[config.mk]
export PLATFORM = sky130hd
export DESIGN_NAME = path_conflict_detector_unit
export DESIGN_NICKNAME = d
export VERILOG_FILES = /design/src/pcd_pkg.sv /design/src/pcd_agent_table.sv /design/src/path_conflict_detector_unit.sv
export SDC_FILE = /design/constraint.sdc
export NUM_CORES = 2
export LEC_CHECK = 0
export ABC_CLOCK_PERIOD_IN_PS = 31200
export BUFFER_PORTS_ARGS = -buffer_cell sky130_fd_sc_hd__clkbuf_2
export CORE_ASPECT_RATIO = 1.1
export CORE_MARGIN = 5
export CORE_UTILIZATION = 35
export DETAILED_ROUTE_END_ITERATION = 10
export PLACE_DENSITY = 0.46
export REMOVE_ABC_BUFFERS = 1
export SLEW_MARGIN = 20
export SYNTH_ARGS = -nofsm -noshare
export SYNTH_HDL_FRONTEND = slang
export SYNTH_SLANG_ARGS = --single-unit
[constraint.sdc]
create_clock -name clk -period 31.2 [get_ports clk]
set_input_delay 3.12 -clock clk [delete_from_list [all_inputs] [get_ports clk]]
set_output_delay 3.12 -clock clk [all_outputs]
set_load 0.01 [all_outputs]
[src/pcd_pkg.sv]
// Shared types and constants of the path conflict detector.
package pcd_pkg;

    localparam int MAX_AGENTS_DEF = 32;
    localparam int NODE_BITS_DEF  = 16;

    localparam int NODE_W  = 16;
    localparam int GROUP_W = 5;
    localparam int AGENT_W = 5;
    localparam int STEP_W  = 16;

    localparam logic [STEP_W-1:0] STEP_MAX = {STEP_W{1'b1}};

    typedef struct packed {
        logic [NODE_W-1:0]  node;
        logic [GROUP_W-1:0] group;
        logic               step_end;
        logic               plan_end;
    } item_t;

    typedef struct packed {
        logic               found;
        logic [GROUP_W-1:0] group_low;
        logic [GROUP_W-1:0] group_high;
        logic [AGENT_W-1:0] agent_first;
        logic [AGENT_W-1:0] agent_second;
        logic [STEP_W-1:0]  conflict_step;
        logic               overflow;
    } result_t;

endpackage

[src/pcd_agent_table.sv]
// Per-agent node and group store with parallel vertex and swap comparators.
module pcd_agent_table #(
    parameter int MAX_AGENTS = pcd_pkg::MAX_AGENTS_DEF,
    parameter int NODE_BITS  = pcd_pkg::NODE_BITS_DEF,
    localparam int IDX_W     = $clog2(MAX_AGENTS)
) (
    input  logic                        clk,
    input  logic                        wr_en,
    input  logic [IDX_W-1:0]            k_idx,
    input  logic [NODE_BITS-1:0]        node,
    input  logic [pcd_pkg::GROUP_W-1:0] group,
    input  logic                        swap_en,
    output logic                        hit,
    output logic [IDX_W-1:0]            hit_idx,
    output logic [pcd_pkg::GROUP_W-1:0] hit_group
);

    logic [NODE_BITS-1:0]        now_reg   [MAX_AGENTS];
    logic [NODE_BITS-1:0]        prior_reg [MAX_AGENTS];
    logic [pcd_pkg::GROUP_W-1:0] group_reg [MAX_AGENTS];

    logic [NODE_BITS-1:0]  prev_k;
    logic [MAX_AGENTS-1:0] hit_vec;
    logic [MAX_AGENTS-1:0] first_hot;

    // The node held for slot k is the agent's node of the previous step.
    always_comb
    begin
        prev_k = '0;
        for (int j = 0; j < MAX_AGENTS; j++) begin
            if (IDX_W'(j) == k_idx) begin
                prev_k = prev_k | now_reg[j];
            end
        end
    end

    always_comb
    begin
        for (int j = 0; j < MAX_AGENTS; j++) begin
            hit_vec[j] = (IDX_W'(j) < k_idx) &&
                         ((now_reg[j] == node) ||
                          (swap_en && (prior_reg[j] == node) && (prev_k == now_reg[j])));
        end
    end

    // Lowest earlier agent that conflicts wins.
    always_comb
    begin
        logic taken;
        taken     = 1'b0;
        hit_idx   = '0;
        hit_group = '0;
        first_hot = '0;
        for (int j = 0; j < MAX_AGENTS; j++) begin
            if (hit_vec[j] && !taken) begin
                taken        = 1'b1;
                first_hot[j] = 1'b1;
                hit_idx      = IDX_W'(j);
            end
        end
        for (int j = 0; j < MAX_AGENTS; j++) begin
            if (first_hot[j]) begin
                hit_group = hit_group | group_reg[j];
            end
        end
        hit = taken;
    end

    always_ff @(posedge clk)
    begin
        if (wr_en) begin
            now_reg[k_idx]   <= node;
            prior_reg[k_idx] <= prev_k;
            group_reg[k_idx] <= group;
        end
    end

endmodule

[src/path_conflict_detector_unit.sv]
// Path conflict detector: finds the earliest vertex or swap conflict in a time-major plan.
// An accepted item is held in the input register and its result, if any, in the result
// register. Throughput: one item per cycle while no result is held up by result_stall;
// the agent table compares against all stored agents at once.
// Reset (rst_n, asynchronous, active low) clears the per-plan counters, the best pair and
// both valid flags; the node and group store is left as it is.
module path_conflict_detector_unit #(
    parameter int MAX_AGENTS = pcd_pkg::MAX_AGENTS_DEF,
    parameter int NODE_BITS  = pcd_pkg::NODE_BITS_DEF
) (
    input  logic             clk,
    input  logic             rst_n,
    input  logic             item_valid,
    output logic             item_stall,
    input  pcd_pkg::item_t   item,
    output logic             result_valid,
    input  logic             result_stall,
    output pcd_pkg::result_t result
);

    localparam int IDX_W   = $clog2(MAX_AGENTS);
    localparam int CNT_W   = $clog2(MAX_AGENTS + 1);
    localparam int GROUP_W = pcd_pkg::GROUP_W;
    localparam int AGENT_W = pcd_pkg::AGENT_W;
    localparam int STEP_W  = pcd_pkg::STEP_W;

    // Input register: holds one item while the table and the pair logic work on it.
    logic           s1_valid_reg;
    pcd_pkg::item_t s1_item_reg;

    // Per-plan state.
    logic [CNT_W-1:0]   count_reg, count_next;
    logic [STEP_W-1:0]  step_reg, step_next;
    logic               best_valid_reg, best_valid_next;
    logic [IDX_W-1:0]   best_first_reg, best_first_next;
    logic [IDX_W-1:0]   best_second_reg, best_second_next;
    logic [GROUP_W-1:0] best_g1_reg, best_g1_next;
    logic [GROUP_W-1:0] best_g2_reg, best_g2_next;
    logic               reported_reg, reported_next;
    logic               overflow_reg, overflow_next;

    // Result register.
    logic             out_valid_reg;
    pcd_pkg::result_t out_item_reg, out_item_next;

    logic               hit;
    logic [IDX_W-1:0]   hit_idx;
    logic [GROUP_W-1:0] hit_group;

    logic full;
    logic store;
    logic step_done;
    logic emit;
    logic out_free;
    logic go;
    logic process;

    logic [GROUP_W-1:0] g_low;
    logic [GROUP_W-1:0] g_high;

    assign full      = (count_reg == CNT_W'(MAX_AGENTS));
    assign step_done = s1_item_reg.step_end || s1_item_reg.plan_end;

    // The item in the input register moves on when the result register can take a
    // result, or when this item gives none.
    assign out_free   = !out_valid_reg || !result_stall;
    assign go         = out_free || !emit;
    assign process    = s1_valid_reg && go;
    assign item_stall = s1_valid_reg && !go;
    assign store      = process && !reported_reg && !full;

    pcd_agent_table #(
        .MAX_AGENTS (MAX_AGENTS),
        .NODE_BITS  (NODE_BITS)
    ) u_table (
        .clk       (clk),
        .wr_en     (store),
        .k_idx     (count_reg[IDX_W-1:0]),
        .node      (NODE_BITS'(s1_item_reg.node)),
        .group     (s1_item_reg.group),
        .swap_en   (step_reg != '0),
        .hit       (hit),
        .hit_idx   (hit_idx),
        .hit_group (hit_group)
    );

    // Pair selection and step and plan bookkeeping for the item in the input register.
    always_comb
    begin
        count_next       = count_reg;
        step_next        = step_reg;
        best_valid_next  = best_valid_reg;
        best_first_next  = best_first_reg;
        best_second_next = best_second_reg;
        best_g1_next     = best_g1_reg;
        best_g2_next     = best_g2_reg;
        reported_next    = reported_reg;
        overflow_next    = overflow_reg;
        emit             = 1'b0;
        g_low            = '0;
        g_high           = '0;
        out_item_next    = '0;

        if (!reported_reg) begin
            if (full) begin
                // Agents past the table size only set the overflow flag.
                overflow_next = 1'b1;
            end else begin
                if (hit && (!best_valid_reg || (hit_idx < best_first_reg))) begin
                    best_valid_next  = 1'b1;
                    best_first_next  = hit_idx;
                    best_second_next = count_reg[IDX_W-1:0];
                    best_g1_next     = hit_group;
                    best_g2_next     = s1_item_reg.group;
                end
                count_next = count_reg + CNT_W'(1);
            end

            if (step_done) begin
                if (best_g1_next > best_g2_next) begin
                    g_low  = best_g2_next;
                    g_high = best_g1_next;
                end else begin
                    g_low  = best_g1_next;
                    g_high = best_g2_next;
                end
                if (best_valid_next) begin
                    emit                        = 1'b1;
                    reported_next               = 1'b1;
                    out_item_next.found         = 1'b1;
                    out_item_next.group_low     = g_low;
                    out_item_next.group_high    = g_high;
                    out_item_next.agent_first   = AGENT_W'(best_first_next);
                    out_item_next.agent_second  = AGENT_W'(best_second_next);
                    out_item_next.conflict_step = step_reg;
                    out_item_next.overflow      = overflow_next;
                end else if (s1_item_reg.plan_end) begin
                    emit                   = 1'b1;
                    out_item_next.overflow = overflow_next;
                end
                count_next = '0;
                if (step_reg != pcd_pkg::STEP_MAX) begin
                    step_next = step_reg + STEP_W'(1);
                end
            end
        end

        // The end of a plan starts the next one from a clean slate, also after a report.
        if (s1_item_reg.plan_end) begin
            count_next       = '0;
            step_next        = '0;
            best_valid_next  = 1'b0;
            best_first_next  = '0;
            best_second_next = '0;
            reported_next    = 1'b0;
            overflow_next    = 1'b0;
        end
    end

    always_ff @(posedge clk or negedge rst_n)
    begin
        if (!rst_n) begin
            s1_valid_reg    <= 1'b0;
            count_reg       <= '0;
            step_reg        <= '0;
            best_valid_reg  <= 1'b0;
            best_first_reg  <= '0;
            best_second_reg <= '0;
            reported_reg    <= 1'b0;
            overflow_reg    <= 1'b0;
            out_valid_reg   <= 1'b0;
        end else begin
            if (item_valid && !item_stall) begin
                s1_valid_reg <= 1'b1;
            end else if (process) begin
                s1_valid_reg <= 1'b0;
            end

            if (process) begin
                count_reg       <= count_next;
                step_reg        <= step_next;
                best_valid_reg  <= best_valid_next;
                best_first_reg  <= best_first_next;
                best_second_reg <= best_second_next;
                reported_reg    <= reported_next;
                overflow_reg    <= overflow_next;
            end

            if (process && emit) begin
                out_valid_reg <= 1'b1;
            end else if (!result_stall) begin
                out_valid_reg <= 1'b0;
            end
        end
    end

    // Payload registers need no reset.
    always_ff @(posedge clk)
    begin
        if (item_valid && !item_stall) begin
            s1_item_reg <= item;
        end
        if (process) begin
            best_g1_reg <= best_g1_next;
            best_g2_reg <= best_g2_next;
        end
        if (process && emit) begin
            out_item_reg <= out_item_next;
        end
    end

    assign result_valid = out_valid_reg;
    assign result       = out_item_reg;

endmodule

==> metrics.cfg <==
[power]
p_leak_nw = 23.6
powerDensity_mw_per_mm2 = 59.6
seq_power_share = 0.445
power_switching_mw = 1.29
pwr-share-comb = 0.161
clkPwrFrac = 0.394
swShare = 0.294
internal-power_mw = 3.09
ir_drop_mv = 0.0408

[yosys]
ys_types = 106
yosysTopAreaCell = edfxtp_1
synthTopCellsByArea = edfxtp_1 (57%), xor2_1 (11%), xnor2_1 (8.7%)
yosysSeqAreaShare = 0.584
synth-edff-count = 1234
synth_ff_type = edfxtp_1
avgSynthCellArea_um2 = 13.1
synth.cell_area_mm2 = 0.0650
synth-seq-cells = 1271
yosysWarnings = 0
syn_inst = 4944
synthArstFlopShare = 0.0291
synth_top_area_frac = 0.570

[timing]
slew-limit-headroom = 0.239
finalSetupViolations = 0
drv_slew = 0
hold_viol_final = 0
setup_slack_ns = 18.53
skew_ns = 0.0528
min_period_over_period = 0.406
worst_pin_slew_ns = 1.13
rsz0062_at_grt = false
clock.fmax_mhz = 78.9
period_needed_ns = 12.67
finalSetupTns_ns = 0

[detailed_routing]
drtIter0Drc = 5685
drc = 0
wire_per_inst_um = 38.6
vias = 45400
ant_nets = 0
vias_per_cell = 5.96
drt_pass1_iterations = 6
routed_wirelength_mm = 294

[final_layout]
multi_input_area_mm2 = 0.0256
layout-drive-gt1-share = 0.123
nets = 5115
regArea_mm2 = 0.0380
largest_register_ff_count = 512
final_cell_mix = edfxtp_1 (1,234), xor2_1 (793), xnor2_1 (643)
fill_cells = 17400
fin_area_mm2 = 0.0736
stdcell_count = 7619
fin_util = 0.399
area_delta_synth_final_pct = 13.3
final_common_cell = edfxtp_1

[critical_path]
setup.worst_path.class = flop to primary output
start_kind = flop
crit_fanout = 117
crit_arrival_ns = 9.55
cp.required_ns = 28.08
crit_path_end_kind = primary output

[placement]
dp.cells = 7345
placed_cell_area_mm2 = 0.0689
gp_congestion = 1.06
place_hpwl_mm = 201
portBuffers = 66
post-place-ws_ns = 18.79

[floorplan]
start_util = 0.353
die_x_um = 421
die_h_um = 462
dieArea_mm2 = 0.194
boundaryPins = 67
core_mm2 = 0.184
rows = 165

[clocking]
cts_buffers = 146
ctsRootBufferMaster = clkbuf_16
htree_levels = 4
cts_tree = done
clock-sinks = 1271
cts_buffer_depth = 3
path_clk_slew_ns = 0.06
ctsHoldBuffers = 0
ctsResizeCount = 0
post_cts_buffers = 0
insertion_delay_ns = 0.85

[grt]
overflow = 0
grt_pass1_vias = 44000
antenna_found_initial = 18
grt.total_usage = 0.298
grt_pass1_wl_mm = 395
grt_max_degree = 118

[status]
status = complete, no violations

[min_path]
hold_class = flop to flop

[flow_run]
drv_cap = 0

==> cells in the mapped netlist, types with 12 or more instances <==
cell,count
or4_1,16
xnor2_1,643
a31oi_1,14
o2bb2ai_1,15
dfrtp_1,37
buf_2,63
nand2_1,119
and4_1,19
edfxtp_1,1234
a32o_1,13
nand3b_1,29
nor2_1,125
mux2_2,24
o21ai_0,61
and3b_1,12
o31ai_1,12
buf_1,51
ha_1,16
inv_1,59
nor3_1,110
clkbuf_1,104
a21o_1,13
o22ai_1,28
o21ai_1,20
nor4b_1,12
and2_1,30
buf_6,33
xor2_1,793
nor4_1,217
a22o_1,20
a21oi_1,103
a22oi_1,34
and3_1,68
o32ai_1,17
mux2i_1,114
nand3_1,137
buf_4,33
a32oi_1,15
a222oi_1,16
nand4_1,195
nor2b_1,17
o41ai_1,13
==> final cells by class <==
class / instances / area share
clock buffers: 169 / 0.0514
inverters: 67 / 0.00343
flip-flops and latches: 1271 / 0.516
well taps: 2421 / 0.0411
clock inverters: 94 / 0.0127
multi-input cells: 3322 / 0.348
repair buffers: 264 / 0.0272
diodes: 11 / 0.000374
==> worst paths after layout <==
| path | cells after the start | from | slack, ns | end |
|---|---|---|---|---|
| max reg2reg | 32 | count_reg[2]$_DFFE_PN0P_ | 18.62 | result[32]$_SDFFCE_PP0P_ |
| min | 2 | best_first_reg[0]$_DFFE_PN0P_ | 0.49 | best_first_reg[0]$_DFFE_PN0P_ |
| min reg2reg | 2 | best_first_reg[0]$_DFFE_PN0P_ | 0.49 | best_first_reg[0]$_DFFE_PN0P_ |
| max in group asynchronous | 2 | rst_n | 28.36 | count_reg[2]$_DFFE_PN0P_ |
| min in group asynchronous | 2 | rst_n | 2.39 | best_second_reg[0]$_DFFE_PN0P_ |
| max | 19 | count_reg[2]$_DFFE_PN0P_ | 18.53 | item_stall |
==> metrics by stage <==
step | power [mW] | hold slack (ns)
final | 4.38 | 0.487
after global routing | 4.51 | 0.534
after CTS | 4.41 | 0.493
after detailed placement | 2.69 | 0.481
after global placement | 2.69 | 0.471
after floorplan | 2.34 | 0.450
==> worst max-delay path: stages (launching register included) <==
cell	delay, ns
dfrtp_4	0.96
buf_12	0.58
nand3b_1	0.55
nor2_1	0.15
a2111o_1	0.45
nor4_2	0.62
nand2_4	0.58
buf_4	0.55
xor2_1	0.26
nor4_1	0.09
a41oi_1	0.45
nor4bb_2	0.63
nand4_2	0.52
o41ai_2	0.75
a21o_1	0.20
buf_4	0.32
o21ai_0	0.19
nand2_1	0.18
nor2_1	0.12
clkbuf_2	0.16
==> layer usage <==
metal | part of all wire | vias up | GRT usage
met3 | 0.071 | 586 | 0.0555
met1 | 0.42 | 23800 | 0.396
met2 | 0.45 | 2281 | 0.464
met4 | 0.061 | 2 | 0.155
met5 | 0.000058 | - | 0
li1 | - | 18800 | -
==> logic make-up (layout without fill, tap and decap cells) <==
family	count (synthesis)	count (layout)	share of synthesized area
simple gates	1209	1209	0.109
buf+inv	351	594	0.0272
fa+ha+maj	16	16	0.00308
other cells	0	11	0
flops	1271	1271	0.584
mux	145	145	0.0234
compound gates	516	516	0.0590
xor+xnor	1436	1436	0.194
==> power groups by stage <==
stage	combinational, mW	clock, mW	sequential (mW)
2_1_floorplan	0.317	0	2.02
3_3_place_gp	0.699	0	1.99
3_5_place_dp	0.698	0	1.99
4_1_cts	0.701	1.76	1.95
5_1_grt	0.727	1.83	1.95
6_report	0.706	1.73	1.95
Note: power is estimated with default switching activity, not from simulation.
